File: src/hdl/tdpt_pkg.sv
// tdpt_pkg: shared widths and the request/response types of the remainder unit
// used by tdpt_divider and trial_division_prime_test; no dependencies

package tdpt_pkg;

    // width of the tested integer, sign bit included
    localparam int WIDTH = 32;
    // magnitude bits of a non-negative value
    localparam int NW    = WIDTH - 1;
    // trial divisor width: holds one past the square root of the largest value
    localparam int DW    = WIDTH / 2;
    // step counter width of the remainder unit
    localparam int CW    = $clog2(NW + 1);

    // first trial divisor and its square
    localparam int FIRST_DIV = 2;
    localparam int FIRST_SQ  = 4;

    // request to the remainder unit
    typedef struct packed {
        logic          start;
        logic [NW-1:0] dividend;
        logic [DW-1:0] divisor;
    } t_div_req;

    // response from the remainder unit
    typedef struct packed {
        logic done;
        logic zero;
    } t_div_rsp;

endpackage

File: src/hdl/tdpt_divider.sv
// tdpt_divider: restoring remainder unit, one dividend bit per cycle
// depends on tdpt_pkg (widths, t_div_req, t_div_rsp)

module tdpt_divider (
    input  logic              i_clk,
    input  logic              i_rst_n,
    input  tdpt_pkg::t_div_req i_req,
    output tdpt_pkg::t_div_rsp o_rsp
);

    logic                      r_busy;
    logic [tdpt_pkg::CW-1:0]   r_cnt;
    logic [tdpt_pkg::NW-1:0]   r_dvd;
    logic [tdpt_pkg::DW-1:0]   r_div;
    logic [tdpt_pkg::DW-1:0]   r_rem;
    logic                      r_done;
    logic                      r_zero;

    logic [tdpt_pkg::DW:0]     rem_sh;
    logic [tdpt_pkg::DW:0]     rem_sub;
    logic [tdpt_pkg::DW-1:0]   n_rem;

    // shift in the next dividend bit and subtract the divisor when it fits
    always_comb begin
        rem_sh  = {r_rem, r_dvd[tdpt_pkg::NW-1]};
        rem_sub = rem_sh - {1'b0, r_div};
        if (rem_sh >= {1'b0, r_div}) begin
            n_rem = rem_sub[tdpt_pkg::DW-1:0];
        end else begin
            n_rem = rem_sh[tdpt_pkg::DW-1:0];
        end
    end

    // step sequencing
    always_ff @(posedge i_clk) begin
        if (!i_rst_n) begin
            r_busy <= 1'b0;
            r_done <= 1'b0;
            r_cnt  <= '0;
        end else begin
            r_done <= 1'b0;
            if (i_req.start) begin
                r_busy <= 1'b1;
                r_cnt  <= tdpt_pkg::CW'(tdpt_pkg::NW);
                r_dvd  <= i_req.dividend;
                r_div  <= i_req.divisor;
                r_rem  <= '0;
            end else if (r_busy) begin
                r_rem <= n_rem;
                r_dvd <= {r_dvd[tdpt_pkg::NW-2:0], 1'b0};
                r_cnt <= r_cnt - 1'b1;
                if (r_cnt == tdpt_pkg::CW'(1)) begin
                    r_busy <= 1'b0;
                    r_done <= 1'b1;
                    r_zero <= (n_rem == '0);
                end
            end
        end
    end

    assign o_rsp.done = r_done;
    assign o_rsp.zero = r_zero;

    // a new request never lands on a division in progress
    a_no_restart: assert property (@(posedge i_clk) disable iff (!i_rst_n)
        i_req.start |-> !r_busy)
        else $error("remainder unit restarted while busy");

    // the step counter never sits at zero while busy
    a_cnt_live: assert property (@(posedge i_clk) disable iff (!i_rst_n)
        r_busy |-> (r_cnt != '0))
        else $error("remainder unit busy with no steps left");

    // done follows the last step of a running division
    a_done_after_busy: assert property (@(posedge i_clk) disable iff (!i_rst_n)
        r_done |-> ($past(r_busy) && !r_busy))
        else $error("remainder unit done without a division");

endmodule

File: config.mk
export PLATFORM = sky130hd
export DESIGN_NAME = tdpt_divider
export DESIGN_NICKNAME = d
export VERILOG_FILES = /design/src/hdl/tdpt_pkg.sv /design/src/hdl/tdpt_divider.sv
export SDC_FILE = /design/constraint.sdc
export NUM_CORES = 1
export LEC_CHECK = 0
export ABC_CLOCK_PERIOD_IN_PS = 5950
export BUFFER_PORTS_ARGS = -buffer_cell sky130_fd_sc_hd__buf_2
export CAP_MARGIN = 20
export CELL_PAD_IN_SITES_DETAIL_PLACEMENT = 1
export CELL_PAD_IN_SITES_GLOBAL_PLACEMENT = 2
export CORE_MARGIN = 3
export CORE_UTILIZATION = 35
export CTS_BUF_LIST = sky130_fd_sc_hd__clkbuf_4 sky130_fd_sc_hd__clkbuf_8
export CTS_CLUSTER_DIAMETER = 150
export CTS_CLUSTER_SIZE = 24
export DETAILED_ROUTE_END_ITERATION = 6
export GPL_TIMING_DRIVEN = 0
export PLACE_DENSITY = 0.83
export SKIP_LAST_GASP = 1
export SLEW_MARGIN = 15
export SYNTH_ARGS = -nofsm -noshare
export SYNTH_HDL_FRONTEND = slang
export SYNTH_SLANG_ARGS = --single-unit
File: constraint.sdc
create_clock -name i_clk -period 5.95 [get_ports i_clk]
set_input_delay 1.19 -clock i_clk [delete_from_list [all_inputs] [get_ports i_clk]]
set_output_delay 1.19 -clock i_clk [all_outputs]
set_load 0.01 [all_outputs]
Word level (Yosys, flattened, before mapping)

Index checks and enable logic that the tools add are counted.

Add/sub/neg operators: 2
Order comparisons: 1
Equal/unequal tests: 1
Multiplexer cells: 10
Bitwise gates (word level): 3
Reduce and logical (&&, ||, !) cells: 6

Operator list:

| kind                | count |
|---|---|
| $mux 31             | 2 |
| $mux 16             | 2 |
| $ge 17x16->1        | 1 |
| $logic_not 16->1    | 1 |
| $sub 16x16->16      | 1 |
| $mux 5              | 2 |
| $eq 5x1->1 const B  | 1 |
| $sub 5x1->5 const B | 1 |
| $mux 1              | 4 |
| $reduce_and 2->1    | 2 |
| $reduce_and 4->1    | 1 |
| $not 1->1           | 3 |
| $reduce_or 3->1     | 1 |
| $reduce_bool 2->1   | 1 |

Register bits: 71
Input bits: 50
Output and inout port bits: 2
Word-level logic and storage cells: 30

Depth between registers and ports, before layout

Gate-level depths: netlist of run 1.

Depth in word-level cells: 4
Depth in mapped cells: 12
Mapped depth without buffers: 11

Worst setup path before layout of run 1

OpenSTA, ideal clock, no wires.

Path type: in2reg
Start point: input i_req[47] (netlist bit)
End point: register r_dvd[0] (netlist bit) (enable)
Setup time: 408 ps
Data arrival time: 2657 ps
Required time: 5542 ps
Slack: 2884 ps
Cell stages on the path: 2
Path buffers: 1
Path through: clkbuf_1 > o21a_1

Word-level cells in the longest chain between the ends: 2

Ends and longest elaborated chain:

| item                               | RTL line           | source |
|---|---|---|
| from (decl)                        | tdpt_divider.sv:7  | `input tdpt_pkg::t_div_req i_req,` |
| $reduce_bool 2->1 (no source line) | n/a                |  |
| $reduce_and 2->1 (no source line)  | n/a                |  |
| to (signal assigned)               | tdpt_divider.sv:45 | `r_dvd <= i_req.dividend;` |
| to (signal assigned)               | tdpt_divider.sv:50 | `r_dvd <= {r_dvd[tdpt_pkg::NW-2:0], 1'b0};` |
| to (decl)                          | tdpt_divider.sv:13 | `logic [tdpt_pkg::NW-1:0] r_dvd;` |

No other way between the ends.
A chain may end at the register's enable or synchronous reset.

Worst setup path in the final report of run 1

Start point: register r_dvd[30] (netlist bit)
End point: register r_zero (data pin)

Word-level cells in the longest chain between the ends: 3
Elaborated cells on any way between the ends: 4

Ends and longest elaborated chain:

| item                                                  | RTL line                               | source |
|---|---|---|
| $sub 16x16->16 / $ge 17x16->1 (equally long branches) | tdpt_divider.sv:26, tdpt_divider.sv:27 |  |
| $mux 16 (*)                                           | tdpt_divider.sv:27                     | `if (rem_sh >= {1'b0, r_div}) begin` |
| $logic_not 16->1 (*)                                  | tdpt_divider.sv:55                     | `r_zero <= (n_rem == '0);` |
| to (signal assigned)                                  | tdpt_divider.sv:55                     |  |
| to (decl)                                             | tdpt_divider.sv:17                     | `logic r_zero;` |

Mark *: on every way between the ends. The rest lies on a longest branch, timed or not.

==> flow_metrics.py, run 1 <==
metrics = {
    "outcome": {
        "status": "completed",
    },
    "clock_tree": {
        "cts_tree": "built",
        "cts.sinks": 71,
        "path_clk_slew_ns": 0.07,
        "clockBufferDepth": 2,
        "h-tree-depth": 3,
        "cts_made_buffers": 9,
        "cts_setup_buffers": 0,
        "cts_hold_buf": 0,
        "clkLatencyLatePin_ns": 0.35,
        "cts_resized": 0,
        "cts_root_buffer": "clkbuf_8",
    },
    "yosys": {
        "netlist_instances": 321,
        "synth_ff_type": "edfxtp_1",
        "synth.distinct_cells": 64,
        "avgSynthCellArea_um2": 12.41,
        "synth_fa_ha_area_share_pct": 6.154,
        "synth-simple-area-share_pct": 10.17,
        "muxShareOfSynthArea_pct": 12.37,
        "synth_top_family_by_area": "multiplexers",
        "synth_area_leaders": "edfxtp_1 48%, mux2_2 8.5%, ha_1 5.7%",
        "synth_top_area_share_pct": 48.23,
        "synth_compound_area_share_pct": 11.18,
        "ys_async_sr_fraction_pct": 0,
        "synth_edf_count": 64,
        "yosysSeqAreaShare_pct": 51.74,
        "synth_largest_area_cell": "edfxtp_1",
        "ys_ff_latch": 71,
        "synth_xor_area_share_pct": 3.516,
        "syn_area_um2": 3985,
        "yosysWarnings": 0,
        "synth_nets": 390,
    },
    "floorplanning": {
        "die_x_um": 112.7,
        "row_count": 38,
        "die_h_um": 112.7,
        "core_area_um2": 10980,
        "num_io_pins": 52,
        "die_area_um2": 12700,
        "start_util_pct": 36.28,
    },
    "timing": {
        "fmaxAchievable_mhz": 327.2,
        "finalHoldViolations": 0,
        "rsz0062_at_grt": "no",
        "period_needed_ns": 3.056,
        "finClkSkew_ns": 0.01156,
        "tns_ns": 0,
        "worstMarginPinSlew_ns": 0.8896,
        "fin_crit_sh_pct": 51.36,
        "slew_violations": 0,
        "max_slew_margin_pct": 40.69,
        "setup_violations": 0,
    },
    "route": {
        "avgViaCountPerCell": 5.176,
        "drt-initial-drc-count": 106,
        "drc_errors": 0,
        "via_count": 2728,
        "ant_nets": 0,
        "totalWireLength_um": 8695,
        "firstDrtPassIters": 4,
        "routedWlPerCell_um": 16.50,
    },
    "final_layout": {
        "final_cell_mix": "64 x edfxtp_1, 49 x buf_2, 30 x mux2_2",
        "final_cell_area_um2": 4638,
        "nNetsFinal": 451,
        "n_antenna_cell": 0,
        "areaGrowthSynthToFinish_pct": 16.39,
        "drive_above_1_share_pct": 30.75,
        "final_common_cell": "edfxtp_1",
        "fin_util_pct": 42.23,
    },
    "min_path": {
        "min_delay_path_depth": 1,
        "hold_class": "flip-flop to flip-flop",
    },
    "setup_path": {
        "path_common_cell": "inv_1",
        "critPathMaxFanout": 3,
        "critical_path.endpoint_type": "flip-flop",
        "slowest_delay_ns": 0.43,
        "crit_slowest_cell": "fa_1",
        "crit_cells": 11,
        "crit_chain": "inv_1 -> ha_1 -> inv_1 -> fa_1 -> a21o_1 -> a221oi_2 -> xnor2_1 -> nor3_1 -> nand4_1 -> nor4_1 -> o221a_1",
        "critPathArrivalTime_ns": 3.26,
        "critPathKind": "flip-flop to flip-flop",
        "crit_buf_inv": 2,
        "crit_required_ns": 6.16,
        "reg2reg_depth": 11,
        "critPathTopFamily": "compound AO/OA/AOI/OAI gates",
        "start_kind": "flip-flop",
    },
    "global_route": {
        "grt_antenna_before_repair": 0,
        "grt-ovfl-total": 0,
        "first_global_vias": 2994,
        "grt_max_degree": 30,
        "grt_pass1_wl_um": 14700,
        "track_usage_pct": 14.74,
    },
    "power_and_ir_drop": {
        "p_per_area_nw_per_um2": 291.5,
        "leakage_uw": 0.001846,
        "ir_drop_v": 0.0001573,
    },
    "placement": {
        "place_area_um2": 4434,
        "numPortBuffers": 49,
        "place_congestion": 0.8098,
        "dp_hpwl_um": 6590,
    },
    "run": {
        "cap_violations": 0,
    },
}
-- final timing paths --
| path | start | to | slack, ns |
|---|---|---|---|
| setup / recovery | r_dvd[30] | r_zero | 2.89 |
| hold / removal | r_dvd[19] | r_dvd[20] | 0.55 |
| setup reg to reg | r_dvd[30] | r_zero | 2.89 |
| hold reg to reg | r_dvd[19] | r_dvd[20] | 0.55 |
-- worst register-to-register path, stage by stage, from the launching register on --
cell and delay, ns:
edfxtp_1 0.40, inv_1 0.10, ha_1 0.22, inv_1 0.07, fa_1 0.43, a21o_1 0.26
a221oi_2 0.36, xnor2_1 0.17, nor3_1 0.30, nand4_1 0.16, nor4_1 0.22, o221a_1 0.24
-- report_power, final --
group	switching (uW)	internal (uW)
Clock	176	219
Sequential	21.8	594
Combinational	188	152
-- area by class of cell --
type	count	area [um^2]
clock buffer	13	160.2
inverter	25	93.84
timing repair buffer	50	272.8
buffer	14	100.1
multi-input combinational	211	1730
sequential	71	2062
fill	1196	6345
tap	140	175.2
clock inverter	3	43.79
-- per-layer routing --
layer | GRT usage (%) | part of all wire [%]
met4 | 7.292 | 2.5
met3 | 4.385 | 5.9
met1 | 17.32 | 43
met2 | 24.57 | 48
met5 | 0 | 0
-- Yosys cell counts, drive strengths merged (5+ instances only) --
master and count:
clkbuf 5, nor2 20, o21a 8, xnor2 8, o21ai 9, xor2 8
nand2 8, a21oi 11, nor3 11, mux2i 11, mux2 34, ha 18
dfxtp 7, inv 25, buf 9, nor2b 6, and3 7, edfxtp 64
nor4 5
-- through the flow --
step / total power, uW / instances / hold slack [ns] / worst slack, ns
2_1_floorplan: 874.0 / 321 / 0.5068 / 2.884
6_report: 1352 / 527 / 0.5534 / 2.894
3_3_place_gp: 952.6 / 510 / 0.5338 / 2.306
4_1_cts: 1366 / 527 / 0.5579 / 2.864
3_5_place_dp: 964.4 / 511 / 0.5348 / 2.901
5_1_grt: 1431 / 527 / 0.5773 / 2.682
-- kinds of logic after synthesis --
logic type / count (synthesis)
and+or+nand+nor: 74
DFF: 71
AOI/OAI and AO/OA: 57
muxes: 45
buffers and inverters: 39
adders and majority gates: 19
xor gates and xnor gates: 16
-- state kept, by name, indices dropped and copies added, names as in the netlist --
register	count
r_dvd	31
r_div	16
r_rem	16
r_cnt	5
r_busy	1
r_done	1
r_zero	1
Power figures use the tool's default switching activity.
==> run 2, diff against run 1 <==
--- a/config.mk
+++ b/config.mk
@@ -5,7 +5,7 @@
 export SDC_FILE = /design/constraint.sdc
 export NUM_CORES = 1
 export LEC_CHECK = 0
-export ABC_CLOCK_PERIOD_IN_PS = 5950
+export ABC_CLOCK_PERIOD_IN_PS = 2780
 export BUFFER_PORTS_ARGS = -buffer_cell sky130_fd_sc_hd__buf_2
 export CAP_MARGIN = 20
 export CELL_PAD_IN_SITES_DETAIL_PLACEMENT = 1
@@ -17,7 +17,7 @@
 export CTS_CLUSTER_SIZE = 24
 export DETAILED_ROUTE_END_ITERATION = 6
 export GPL_TIMING_DRIVEN = 0
-export PLACE_DENSITY = 0.83
+export PLACE_DENSITY = 0.86
 export SKIP_LAST_GASP = 1
 export SLEW_MARGIN = 15
 export SYNTH_ARGS = -nofsm -noshare
==> constraint.sdc (replaced) <==
create_clock -name i_clk -period 2.78 [get_ports i_clk]
set_input_delay 0.556 -clock i_clk [delete_from_list [all_inputs] [get_ports i_clk]]
set_output_delay 0.556 -clock i_clk [all_outputs]
set_load 0.01 [all_outputs]
==> run 2 against run 1 <==
The run now ends with setup timing left. Clock skew is 0.0015 ns lower. Power grew 130%. Non-clock buffer count up 14. Setup slack got worse by 2.9 ns. Combinational power is 150% higher. Clock-buffer cell count is 3 lower. Core utilization grew 2.0 points. Worst hold slack worse by 0.18 ns. Cell count increased by 2.7%. Largest power group unchanged.
==> flow_metrics.py, run 2 (synthesized netlist as in run 1, its figures left out) <==
metrics = {
    "clock_tree": {
        "clockBufferDepth": 2,
        "cts_made_buffers": 9,
        "cts_hold_buf": 0,
        "cts_tree": "built",
        "cts_root_buffer": "clkbuf_8",
        "clkLatencyLatePin_ns": 0.35,
        "h-tree-depth": 3,
        "cts.sinks": 71,
        "path_clk_slew_ns": 0.09,
    },
    "global_route": {
        "first_global_vias": 3015,
        "grt_antenna_before_repair": 0,
        "grt-ovfl-total": 0,
        "track_usage_pct": 15.11,
        "grt_max_degree": 26,
        "grt_pass1_wl_um": 15380,
    },
    "setup_path": {
        "path_common_cell": "inv_2",
        "critPathMaxFanout": 3,
        "worstReg2RegEnd": "r_zero",
        "critPathKind": "flip-flop to flip-flop",
        "critPathTopFamily": "compound AO/OA/AOI/OAI gates",
        "rr_startpoint": "r_dvd[30]",
        "slowest_delay_ns": 0.42,
        "r2r_setup_slack_ns": -0.009,
        "critPathArrivalTime_ns": 3.01,
        "crit_slowest_cell": "edfxtp_1",
        "crit_required_ns": 3.00,
        "start_kind": "flip-flop",
        "crit_chain": "inv_2 -> ha_4 -> inv_2 -> fa_2 -> a211oi_2 -> o21ai_1 -> a221oi_2 -> xor2_1 -> nand4_1 -> nor4_2 -> o221a_1",
        "reg2reg_depth": 11,
        "crit_buf_inv": 2,
        "critical_path.endpoint_type": "flip-flop",
    },
    "floorplanning": {
        "die_area_um2": 12700,
        "die_h_um": 112.7,
        "row_count": 38,
        "die_x_um": 112.7,
        "core_area_um2": 10980,
        "num_io_pins": 52,
        "start_util_pct": 36.28,
    },
    "timing": {
        "hold_slack_ns": 0.3737,
        "fmaxAchievable_mhz": 358.6,
        "finalWorstSetupSlack_ns": -0.008597,
        "max_slew_margin_pct": 37.46,
        "finClkSkew_ns": 0.01008,
        "finalHoldViolations": 0,
        "fin_crit_sh_pct": 100.3,
        "tns_ns": -0.008597,
        "worstMarginPinSlew_ns": 0.9381,
        "period_needed_ns": 2.789,
        "slew_violations": 0,
        "setup_violations": 1,
        "rsz0062_at_grt": "yes",
    },
    "final_layout": {
        "largest_register_ffs": 31,
        "areaGrowthSynthToFinish_pct": 22.01,
        "drive_above_1_share_pct": 37.41,
        "top_regs": "r_dvd x31, r_div x16, r_rem x16",
        "largest_register": "r_dvd",
        "final_cell_mix": "64 x edfxtp_1, 49 x buf_2, 30 x mux2_2",
        "n_antenna_cell": 0,
        "fin_cells": 541,
        "nNetsFinal": 465,
        "final_common_cell": "edfxtp_1",
    },
    "route": {
        "avgViaCountPerCell": 5.166,
        "firstDrtPassIters": 7,
        "routedWlPerCell_um": 16.93,
        "totalWireLength_um": 9161,
        "via_count": 2795,
        "drt-initial-drc-count": 59,
        "ant_nets": 0,
        "drc_errors": 0,
    },
    "placement": {
        "place_congestion": 0.8266,
        "dp_hpwl_um": 6643,
        "dp_cells": 511,
        "numPortBuffers": 49,
    },
    "run": {
        "cap_violations": 0,
    },
    "outcome": {
        "failed_checks": "setup timing",
        "status": "finished, violations left",
    },
    "power_and_ir_drop": {
        "leakage_uw": 0.001929,
        "p_per_area_nw_per_um2": 627.4,
        "ir_drop_v": 0.0003676,
    },
    "min_path": {
        "holdPathEnd": "r_div[3]",
        "hold_path.startpoint": "i_req[3]",
        "min_delay_path_depth": 1,
        "hold_class": "input port to flip-flop",
    },
}
## run 2: cell count changes in the layout (fill, tap and decap cells not counted), sizes merged
cell | before | now
inv | 25 | 28
clkbuf | 18 | 15
clkinv | 2 | 1
clkinvlp | 0 | 1
buf | 59 | 73
## run 2: cell type report
type | instances | area, um^2
Buffer | 14 | 107.6
Sequential cell | 71 | 2062
Clock buffer | 10 | 137.6
Tap cell | 140 | 175.2
Inverter | 25 | 93.84
Clock inverter | 6 | 75.07
Fill cell | 1172 | 6121
Multi-Input combinational cell | 211 | 1833
Timing Repair Buffer | 64 | 377.9
## run 2: metrics by stage
step | setup slack, ns | util (%) | power, uW | instance area, um^2
3_5_place_dp | -0.2434 | 40.37 | 2065 | 4434
2_1_floorplan | 0.1501 | - | 1871 | 3985
4_1_cts | -0.06263 | 43.61 | 3032 | 4790
3_3_place_gp | -0.2277 | 40.11 | 2037 | 4405
6_report | -0.008597 | 44.27 | 3050 | 4862
5_1_grt | -0.1632 | 44.27 | 3219 | 4862
## run 2: repair_timing
item,in CTS,in global routing
cloned,0,0
pin swaps,12,15
endpoints found under the setup margin,15,11
setup buffers,10,5
resized for setup,16,9
## run 2: power breakdown
group | leakage [uW] | switching (uW) | internal, uW
Combinational | 0.00116 | 444 | 395
Sequential | 0.000667 | 45.1 | 1270
Clock | 0.000105 | 442 | 453
Total | 0.00193 | 932 | 2120
## run 2: routing by layer
| layer | up-vias | share of wire, % | GRT usage (%) |
|---|---|---|---|
| li1 | 1358 | - | - |
| met1 | 1369 | 44 | 19.19 |
| met2 | 55 | 49 | 25.16 |
| met3 | 13 | 5.5 | 4.225 |
| met4 | 0 | 1.4 | 4.567 |
| met5 | - | 0 | 0 |
## run 2: how the worst max path moves through the flow
stage,startpoint,to,slack (ns),cells after the start
2_1_floorplan,r_dvd[30],r_zero,0.15,11
3_3_place_gp,i_req[47],r_rem[4],-0.23,2
3_5_place_dp,r_dvd[30],r_zero,-0.24,11
4_1_cts,r_dvd[30],r_zero,-0.06,11
5_1_grt,r_dvd[30],r_zero,-0.16,11
6_report,r_dvd[30],r_zero,-0.009,11
==> run 3, diff against run 2 <==
--- a/config.mk
+++ b/config.mk
@@ -10,7 +10,7 @@
 export CAP_MARGIN = 20
 export CELL_PAD_IN_SITES_DETAIL_PLACEMENT = 1
 export CELL_PAD_IN_SITES_GLOBAL_PLACEMENT = 2
-export CORE_MARGIN = 3
+export CORE_MARGIN = 4
 export CORE_UTILIZATION = 35
 export CTS_BUF_LIST = sky130_fd_sc_hd__clkbuf_4 sky130_fd_sc_hd__clkbuf_8
 export CTS_CLUSTER_DIAMETER = 150
@@ -18,6 +18,7 @@
 export DETAILED_ROUTE_END_ITERATION = 6
 export GPL_TIMING_DRIVEN = 0
 export PLACE_DENSITY = 0.86
+export SKIP_CTS_REPAIR_TIMING = 1
 export SKIP_LAST_GASP = 1
 export SLEW_MARGIN = 15
 export SYNTH_ARGS = -nofsm -noshare
==> run 3 against run 2 <==
The run still ends with setup timing left. Global-route usage shrank 0.60 points. Power shrank 5.0%. Clock skew grew 0.0050 ns. Die area grew 3.6%. Clock-buffer cell count grew 3. Critical path type unchanged.
==> flow_metrics.py, run 3 (synthesized netlist as in run 1, its figures left out) <==
metrics = {
    "power_and_ir_drop": {
        "p_per_area_nw_per_um2": 603.7,
        "p_int_uw": 2020,
        "clkPwrFrac_pct": 25.9,
        "pwr-share-comb_pct": 28.6,
        "leakage_uw": 0.001890,
        "ir_drop_v": 0.0004020,
        "power_switching_share_pct": 30.33,
        "switching_power_uw": 879.3,
        "seq_power_share_pct": 45.5,
    },
    "route": {
        "drt-initial-drc-count": 96,
        "routedWlPerCell_um": 17.13,
        "highest_layer": "met4",
        "avgViaCountPerCell": 5.169,
        "dr_wl_met3_um": 521,
        "ant_nets": 0,
        "wirelength_met1_um": 3949,
        "drc_errors": 0,
        "via_count": 2781,
        "route.met2.wl_um": 4555,
        "totalWireLength_um": 9217,
        "firstDrtPassIters": 4,
    },
    "setup_path": {
        "critPathMaxFanout": 3,
        "slowest_delay_ns": 0.41,
        "critPathKind": "flip-flop to flip-flop",
        "critical_path.endpoint_type": "flip-flop",
        "crit_required_ns": 2.99,
        "critPathTopFamily": "compound AO/OA/AOI/OAI gates",
        "crit_slowest_cell": "edfxtp_1",
        "crit_chain": "inv_2 -> ha_4 -> inv_1 -> fa_2 -> a211oi_1 -> o21ai_0 -> a221oi_2 -> xor2_1 -> nand4_1 -> nor4_2 -> o221a_1",
        "crit_buf_inv": 2,
        "critPathArrivalTime_ns": 3.07,
        "start_kind": "flip-flop",
    },
    "timing": {
        "finalWorstSetupSlack_ns": -0.08791,
        "rsz0062_at_grt": "yes",
        "fin_crit_sh_pct": 103.2,
        "tns_ns": -0.08791,
        "slew_violations": 0,
        "fmaxAchievable_mhz": 348.7,
        "finalHoldViolations": 0,
        "hold_slack_ns": 0.3679,
        "period_needed_ns": 2.868,
        "max_slew_margin_pct": 41.00,
        "finClkSkew_ns": 0.01508,
        "worstMarginPinSlew_ns": 0.8850,
        "setup_violations": 1,
    },
    "global_route": {
        "grt_max_degree": 26,
        "grt-ovfl-total": 0,
        "grt_pass1_wl_um": 14910,
        "first_global_vias": 3015,
        "grt_antenna_before_repair": 0,
        "track_usage_pct": 14.52,
    },
    "floorplanning": {
        "die_x_um": 114.7,
        "die_area_um2": 13160,
        "core_area_um2": 10980,
        "die_h_um": 114.7,
        "row_count": 38,
        "num_io_pins": 52,
        "start_util_pct": 36.28,
    },
    "outcome": {
        "status": "finished, violations left",
        "failed_checks": "setup timing",
    },
    "final_layout": {
        "fin_util_pct": 43.72,
        "largest_register_ffs": 31,
        "final_cell_area_um2": 4802,
        "drive_above_1_share_pct": 36.18,
        "nNetsFinal": 462,
        "n_antenna_cell": 0,
        "final_common_cell": "edfxtp_1",
        "largest_register": "r_dvd",
        "top_regs": "r_dvd x31, r_div x16, r_rem x16",
        "final_cell_mix": "64 x edfxtp_1, 49 x buf_2, 30 x mux2_2",
        "areaGrowthSynthToFinish_pct": 20.50,
    },
    "run": {
        "cap_violations": 0,
    },
    "clock_tree": {
        "path_clk_slew_ns": 0.08,
        "clockBufferDepth": 2,
        "clkLatencyLatePin_ns": 0.36,
        "h-tree-depth": 3,
        "cts_tree": "built",
        "cts_root_buffer": "clkbuf_8",
        "cts_made_buffers": 9,
        "cts.sinks": 71,
    },
    "placement": {
        "place_area_um2": 4434,
        "place_ws_ns": -0.2080,
        "numPortBuffers": 49,
        "dp_hpwl_um": 6779,
        "place_congestion": 0.8089,
    },
    "min_path": {
        "hold_class": "input port to flip-flop",
    },
}
run 3: power by group through the flow:
stage | combinational [uW] | sequential [uW] | clock [uW]
floorplan | 547 | 1320 | 0
detailed placement | 723 | 1340 | 0
CTS | 733 | 1320 | 765
global route | 917 | 1330 | 816
global placement | 695 | 1340 | 0
finish | 830 | 1320 | 750
run 3: final timing paths:
check,start,to,slack [ns],cells past startpoint
worst max-delay path,r_dvd[30],r_zero,-0.09,11
worst min-delay path,i_req[5],r_div[5],0.37,1
worst min register to register,r_dvd[24],r_dvd[25],0.55,1
worst max register to register,r_dvd[30],r_zero,-0.09,11
run 3: area by class of cell:
class / count / area, um^2
plain buffers: 14 / 112.6
clock buffers: 13 / 153.9
clock inverters: 3 / 20.02
fillers: 1181 / 6181
inverters: 25 / 93.84
multi-input cells: 211 / 1829
flip-flops and latches: 71 / 2062
well taps: 140 / 175.2
repair buffers: 61 / 355.3
run 3: through the flow:
step                std cells  power [uW]
CTS                       527        2818
finish                    538        2899
global route              538        3060
floorplan                 321        1871
global placement          510        2037
detailed placement        511        2066
run 3: per-layer routing:
layer / vias up / global-route usage, %
li1: 1352 / -
met1: 1353 / 17.21
met2: 61 / 25.26
met3: 15 / 4.440
met4: 0 / 4.538
met5: - / 0
